<file path="src/sv/idrc_pkg.sv">
// idrc_pkg: constants, result type and CRC-16/ARC byte update for the ID reply checker.
// No dependencies; used by idrc_parser and id_reply_checker.
package idrc_pkg;

    localparam int unsigned ID_BYTES = 16;
    localparam int unsigned ID_CNT_W = $clog2(ID_BYTES);

    localparam logic [15:0] CRC_POLY  = 16'hA001;
    localparam logic [7:0]  HOP_BYTE  = 8'h00;
    localparam logic [7:0]  MARK_BYTE = 8'h01;

    localparam logic KIND_DATA = 1'b0;
    localparam logic KIND_END  = 1'b1;

    typedef struct packed {
        logic        ok;
        logic [7:0]  index_echo;
        logic [63:0] id_high;
        logic [63:0] id_low;
        logic [31:0] failures;
    } t_result;

    // reflected CRC, one byte, eight bit steps
    function automatic logic [15:0] crc_byte(input logic [15:0] crc_in, input logic [7:0] b);
        logic [15:0] c;
        c = crc_in ^ {8'h00, b};
        for (int k = 0; k < 8; k++) begin
            c = c[0] ? ((c >> 1) ^ CRC_POLY) : (c >> 1);
        end
        return c;
    endfunction

endpackage

</file>
<file path="src/sv/idrc_parser.sv">
// idrc_parser: reply parse state, CRC check and failure count.
// Depends on idrc_pkg. Result is combinational from the parse state and the item presented with i_take.
module idrc_parser #(
    parameter int unsigned MAX_HOPS = 16
) (
    input  logic               i_clk,
    input  logic               i_rst_n,
    input  logic               i_take,
    input  logic               i_kind,
    input  logic [7:0]         i_byte,
    input  logic [7:0]         i_index,
    output idrc_pkg::t_result  o_result
);

    localparam int unsigned HOP_W = $clog2(MAX_HOPS + 1);
    localparam logic [HOP_W-1:0] HOP_LIMIT = HOP_W'(MAX_HOPS);
    localparam logic [idrc_pkg::ID_CNT_W-1:0] LAST_ID =
        idrc_pkg::ID_CNT_W'(idrc_pkg::ID_BYTES - 1);

    typedef enum logic [2:0] {
        PH_SKIP,
        PH_ID,
        PH_CRC_LO,
        PH_CRC_HI,
        PH_GOOD,
        PH_BAD
    } t_phase;

    t_phase                       r_phase, n_phase;
    logic [HOP_W-1:0]             r_hops, n_hops;
    logic [idrc_pkg::ID_CNT_W-1:0] r_cnt, n_cnt;
    logic [15:0]                  r_crc, n_crc;
    logic [7:0]                   r_crc_lo, n_crc_lo;
    logic [63:0]                  r_id_hi, n_id_hi;
    logic [63:0]                  r_id_lo, n_id_lo;
    logic [31:0]                  r_fail, n_fail;
    logic                         good;

    assign good = (r_phase == PH_GOOD);

    always_comb begin
        n_phase  = r_phase;
        n_hops   = r_hops;
        n_cnt    = r_cnt;
        n_crc    = r_crc;
        n_crc_lo = r_crc_lo;
        n_id_hi  = r_id_hi;
        n_id_lo  = r_id_lo;
        n_fail   = r_fail;
        if (i_take) begin
            if (i_kind == idrc_pkg::KIND_END) begin
                if (!good && r_fail != 32'hFFFF_FFFF) begin
                    n_fail = r_fail + 32'd1;
                end
                n_phase = PH_SKIP;
                n_hops  = '0;
                n_cnt   = '0;
                n_crc   = '0;
            end else begin
                unique case (r_phase)
                    PH_SKIP: begin
                        if (i_byte == idrc_pkg::HOP_BYTE) begin
                            if (r_hops < HOP_LIMIT) begin
                                n_hops = r_hops + HOP_W'(1);
                            end else begin
                                n_phase = PH_BAD;
                            end
                        end else if (i_byte == idrc_pkg::MARK_BYTE) begin
                            n_phase = PH_ID;
                            n_cnt   = '0;
                            n_crc   = '0;
                        end else begin
                            n_phase = PH_BAD;
                        end
                    end
                    PH_ID: begin
                        if (!r_cnt[idrc_pkg::ID_CNT_W-1]) begin
                            n_id_hi = {r_id_hi[55:0], i_byte};
                        end else begin
                            n_id_lo = {r_id_lo[55:0], i_byte};
                        end
                        n_crc = idrc_pkg::crc_byte(r_crc, i_byte);
                        n_cnt = r_cnt + idrc_pkg::ID_CNT_W'(1);
                        if (r_cnt == LAST_ID) begin
                            n_phase = PH_CRC_LO;
                        end
                    end
                    PH_CRC_LO: begin
                        n_crc_lo = i_byte;
                        n_phase  = PH_CRC_HI;
                    end
                    PH_CRC_HI: begin
                        n_phase = ({i_byte, r_crc_lo} == r_crc) ? PH_GOOD : PH_BAD;
                    end
                    default: begin
                    end
                endcase
            end
        end
    end

    always_ff @(posedge i_clk) begin
        if (!i_rst_n) begin
            r_phase <= PH_SKIP;
            r_hops  <= '0;
            r_cnt   <= '0;
            r_crc   <= '0;
            r_fail  <= '0;
        end else begin
            r_phase <= n_phase;
            r_hops  <= n_hops;
            r_cnt   <= n_cnt;
            r_crc   <= n_crc;
            r_fail  <= n_fail;
        end
        r_crc_lo <= n_crc_lo;
        r_id_hi  <= n_id_hi;
        r_id_lo  <= n_id_lo;
    end

    always_comb begin
        o_result.ok         = good;
        o_result.index_echo = i_index;
        o_result.id_high    = good ? r_id_hi : 64'd0;
        o_result.id_low     = good ? r_id_lo : 64'd0;
        o_result.failures   = n_fail;
    end

endmodule

</file>
<file path="config.mk">
export PLATFORM = sky130hd
export DESIGN_NAME = idrc_parser
export DESIGN_NICKNAME = d
export VERILOG_FILES = /design/src/sv/idrc_pkg.sv /design/src/sv/idrc_parser.sv
export SDC_FILE = /design/constraint.sdc
export NUM_CORES = 1
export LEC_CHECK = 0
export ABC_AREA = 0
export BUFFER_PORTS_ARGS = -buffer_cell sky130_fd_sc_hd__buf_2
export CAP_MARGIN = 5
export CORE_MARGIN = 5
export CORE_UTILIZATION = 45
export DETAILED_ROUTE_END_ITERATION = 10
export PLACE_DENSITY_LB_ADDON = 0.08
export SLEW_MARGIN = 20
export SYNTH_ARGS = -nofsm -noshare
export SYNTH_HDL_FRONTEND = slang
export SYNTH_SLANG_ARGS = --single-unit
</file>
<file path="constraint.sdc">
create_clock -name i_clk -period 5.8 [get_ports i_clk]
set_input_delay 0.29 -clock i_clk [delete_from_list [all_inputs] [get_ports i_clk]]
set_output_delay 0.29 -clock i_clk [all_outputs]
set_load 0.005 [all_outputs]
</file>
## Yosys cells after proc, flatten, opt, wreduce, memory -nomap -nowiden

Index checks and enable logic that the tools add are counted.
Widths: inputs -> output; s select.

| storage, ports and cells | value |
|---|---|
| register bits after elaboration | 196 |
| input port bits | 20 |
| output and inout port bits | 169 |
| logic and storage cells | 82 |

| operators by class | value |
|---|---|
| $add $sub $neg | 3 |
| $lt $le $gt $ge | 1 |
| equal/unequal tests | 12 |
| multiplexer cells | 32 |
| bitwise operators | 11 |
| reduce and logical (&&, ||, !) cells | 15 |

Operators with widths:

| cell | number |
|---|---|
| $mux 16 | 11 |
| $mux 64 | 2 |
| $mux 32 | 3 |
| $add 32x1->32 const B | 1 |
| $ne 32x32->1 const B | 1 |
| $pmux 16 s2 | 1 |
| $not 2->3 | 8 |
| $mux 5 | 4 |
| $reduce_and 4->1 | 5 |
| $eq 16x16->1 | 1 |
| $xor 16x8->16 | 1 |
| $mux 3 | 5 |
| $mux 4 | 3 |
| $pmux 3 s4 | 1 |
| $ne 3x3->1 const B | 3 |
| $eq 8x1->1 const B | 1 |
| $logic_not 8->1 | 1 |
| $pmux 4 s2 | 1 |
| $eq 3x2->1 const B | 2 |
| $reduce_bool 2->1 | 3 |
| $add 5x1->5 const B | 1 |
| $lt 5x5->1 const B | 1 |
| $reduce_bool 5->1 | 1 |
| $add 4x1->4 const B | 1 |
| other kinds (11) | 12 |

## Longest topological paths before layout

| logic depth | value |
|---|---|
| word-level depth | 19 |
| mapped depth | 8 |
| mapped depth without buffers | 7 |

## Worst setup path before layout

OpenSTA, ideal clock, no wires.

| timing path | value |
|---|---|
| kind | reg2reg |
| start | register r_phase[0] |
| end | register r_id_hi[0] (enable) |
| library setup time | 0.487 ns |
| data arrival time | 3.766 ns |
| data required time | 5.313 ns |
| setup slack | 1.548 ns |
| cell stages (with the launch flop) | 6 |
| path buffers | 1 |
| clock period less this slack | 4.252 ns |
| path through | dfxtp_1 > buf_2 > inv_1 > nor3_1 > nand2_1 > nor2_1 |

| on the way | value |
|---|---|
| longest elaborated chain between the ends | 2 |

Ends and longest elaborated chain:

| what | line | source |
|---|---|---|
| start, declared | idrc_parser.sv:29 | `t_phase r_phase, n_phase;` |
| start signal, assigned | idrc_parser.sv:110 | `r_phase <= n_phase;` |
| $eq 3x1->1 | idrc_parser.sv:60 | `unique case (r_phase)` |
| $reduce_and 4->1 (no line) | -- |  |
| end signal, assigned | idrc_parser.sv:117 | `r_id_hi <= n_id_hi;` |
| end, declared | idrc_parser.sv:34 | `logic [63:0] r_id_hi, n_id_hi;` |

Every way passes these cells.
A chain may end at the register's enable or synchronous reset.

==> results.json <==
{
  "setup.worst_path.start_class": "flip-flop",
  "critical_path_class": "reg2out",
  "synth_cells": 678,
  "final_layout_size_suffix_gt1_share_pct": 27.27,
  "required_ns": 5.51,
  "finish.instance_area_um2": 10070,
  "ctsResizeCount": 0,
  "dominant_combinational_cell_family_by_area_after_synthesis": "simple AND/OR/NAND/NOR gates",
  "dominantRegCellSynth": "edfxtp_1",
  "wl_met3_um": 1157,
  "synth.ff_latch_count": 196,
  "floorplan.initialDensity_pct": 45.47,
  "grtUsageTotal_pct": 16.10,
  "hpwlAfterDp_um": 12430,
  "outcome": "completed",
  "tns_ns": 0,
  "die_height_um": 147.3,
  "grt_remaining_overflow": 0,
  "grt_pass1_wl_um": 28130,
  "hold_buffers": 0,
  "core_um2": 18640,
  "antenna_violations_before_repair": 0,
  "synth.yosys.warnings": 0,
  "synth_simple_gate_area_share_pct": 21.74,
  "place_area_um2": 9482,
  "nFillCells": 1641,
  "largest_net_degree_at_the_start_of_global_routing": 133,
  "wl_per_cell_um": 16.49,
  "finalNonFillerCells": 1081,
  "post-cts-setup-buffer-count": 0,
  "num_vias": 5544,
  "timing.critical_path.fanout_max": 132,
  "grt_pass1_vias": 5287,
  "multi_input_area_um2": 2979,
  "io_buffers": 172,
  "nets": 857,
  "power-per-cell-area_nw_per_um2": 278.7,
  "synth_sequential_area_ratio_pct": 62.35,
  "via_per_inst": 5.129,
  "yosysUniqueCellTypes": 56,
  "end_kind": "output port",
  "cts_buffer_depth": 2,
  "yosys.area_share.adder_pct": 0.4428,
  "rows": 50,
  "report.final.setup_viol": 0,
  "slew_viols_final": 0,
  "worst-endpoint-arrival_ns": 3.16,
  "worst_ir_drop_vdd_v": 0.0002055,
  "top_level_ports": 189,
  "top_layer": "met4",
  "synth-xor-area-share_pct": 7.380,
  "synth_compound_area_share_pct": 4.428,
  "antenna_cells_inserted": 0,
  "cts_max_level": 4,
  "fin_worst_skew_ns": 0.01229,
  "synth_enable_flop_cells": 136,
  "die-area_um2": 21680,
  "die_width_um": 147.3,
  "clk-insertion-delay-late_ns": 0.44,
  "met1_length_um": 8105,
  "maxSlewHeadroom_pct": 32.90,
  "globalplace.congestion": 0.8716,
  "cts_tree": "done",
  "ctsRootBufferMaster": "clkbuf_16",
  "drt-pass1-iter-count": 5,
  "report.final.hold_viol_count": 0,
  "p_leak_uw": 0.004120,
  "layout.cells.most_common": "buf_2",
  "max-cap-violations": 0,
  "hold_class": "in2reg",
  "setup_repair_after_global_routing_missed_its_margin": "no",
  "detailed_route_wire_length_um": 17830,
  "min_period_ns": 3.448,
  "antenna_left": 0,
  "initialDrtViolationCount": 315,
  "worst_setup_hold_path_clk_slew_ns": 0.07,
  "drc": 0,
  "synthesized_netlist_net_count": 701,
  "met2RoutedLength_um": 8252,
  "worst-slew-pin-transition_ns": 1.003,
  "fmax_mhz": 290.0,
  "placedCellCount": 1048,
  "async_flop_share_pct": 0,
  "seqCellArea_um2": 5285,
  "cts-buffers-inserted": 17,
  "final.period_utilization_pct": 59.46,
  "most_used_cells_in_the_layout_excluding_fill_and_tap_cells": "buf_2 (172), and2_1 (157), edfxtp_1 (136), dfxtp_1 (60), xnor2_1 (39)",
  "area_delta_synth_final_pct": 18.80,
  "synth_area_per_cell_um2": 12.50,
  "synthMuxAreaShare_pct": 0.9742,
  "cts.sink_count": 196,
  "synth.cell_area_um2": 8477
}
routing by layer:
| metal | vias to the layer above | global-route usage (%) |
|---|---|---|
| li1 | 2675 | - |
| met3 | 25 | 4.072 |
| met4 | 0 | 5.545 |
| met2 | 188 | 25.48 |
| met5 | - | 0 |
| met1 | 2656 | 21.73 |
cell type report:
type	instances	share of cell area [%]
tap	234	2.907
multi-input combinational	434	29.58
clock buffer	18	4.261
timing repair buffer	178	9.119
sequential	196	52.48
inverter	7	0.2609
clock inverter	14	1.391
worst max-delay path, cell delays in order (launching register included):
cell	delay, ns
dfxtp_1	0.47
nor3b_4	0.22
buf_4	0.74
nor2_1	0.23
nand4_1	0.39
nor3_1	0.12
and3_1	0.25
xor2_1	0.16
buf_2	0.14
through the flow:
step                power, uW  hold WS, ns  setup WS, ns  utilization (%)
floorplan                1646       0.3889         1.548                -
global placement         1717       0.4198         2.810            50.86
detailed placement       1718       0.4240         2.681            50.86
CTS                      2844       0.1579         2.251            53.91
global route             2918       0.1585         1.969            54.02
finish                   2807       0.1750         2.352            54.02
synth_stat cells (all sizes together) (2+ instances only):
cell / n / area share [%]
a211oi: 11 / 0.97
a21boi: 3 / 0.27
a21oi: 10 / 0.63
a22oi: 10 / 0.89
a31o: 2 / 0.21
a31oi: 2 / 0.15
a32oi: 2 / 0.21
and2: 157 / 12
and3: 8 / 0.59
and4: 6 / 0.62
buf: 18 / 1.4
clkbuf: 23 / 1.0
dfxtp: 60 / 14
edfxtp: 136 / 48
ha: 3 / 0.44
inv: 7 / 0.31
mux2: 2 / 0.27
mux2i: 6 / 0.71
nand2: 29 / 1.3
nand2b: 7 / 0.52
nand3: 18 / 1.3
nand4: 13 / 0.96
nor2: 19 / 0.93
nor2b: 16 / 1.2
nor3: 10 / 0.78
nor3b: 3 / 0.46
nor4: 7 / 0.89
nor4b: 2 / 0.28
o21a: 2 / 0.18
o21ai: 9 / 0.53
xnor2: 40 / 4.2
xor2: 28 / 2.9
logic make-up after synthesis:
logic type	after synthesis
simple gates	299
flops	196
xor+xnor	69
compound gates	55
buf+inv	48
mux	8
fa+ha+maj	3
sequential cells by signal (all words and copies together) (netlist names):
signal    flops
r_hops        5
r_crc        16
r_id_lo      64
r_id_hi      64
r_cnt         4
r_crc_lo      8
r_phase       3
r_fail       32
power breakdown:
group / internal (uW) / switching (uW) / total [uW]
registers: 1490 / 7.28 / 1500
logic: 83.7 / 104 / 187
clock network: 573 / 550 / 1120
total: 2150 / 661 / 2810
path summary, 6_finish.rpt:
kind                  endpoint  cells past startpoint        start  slack, ns
setup reg to reg   r_id_hi[59]                      6   r_phase[0]       3.03
setup / recovery  o_result[24]                      8   r_phase[2]       2.35
hold reg to reg    r_id_lo[42]                      0  r_id_lo[34]       0.44
hold / removal      r_id_lo[4]                      1    i_byte[4]       0.18
No activity file was read; power rests on OpenSTA's default activity.
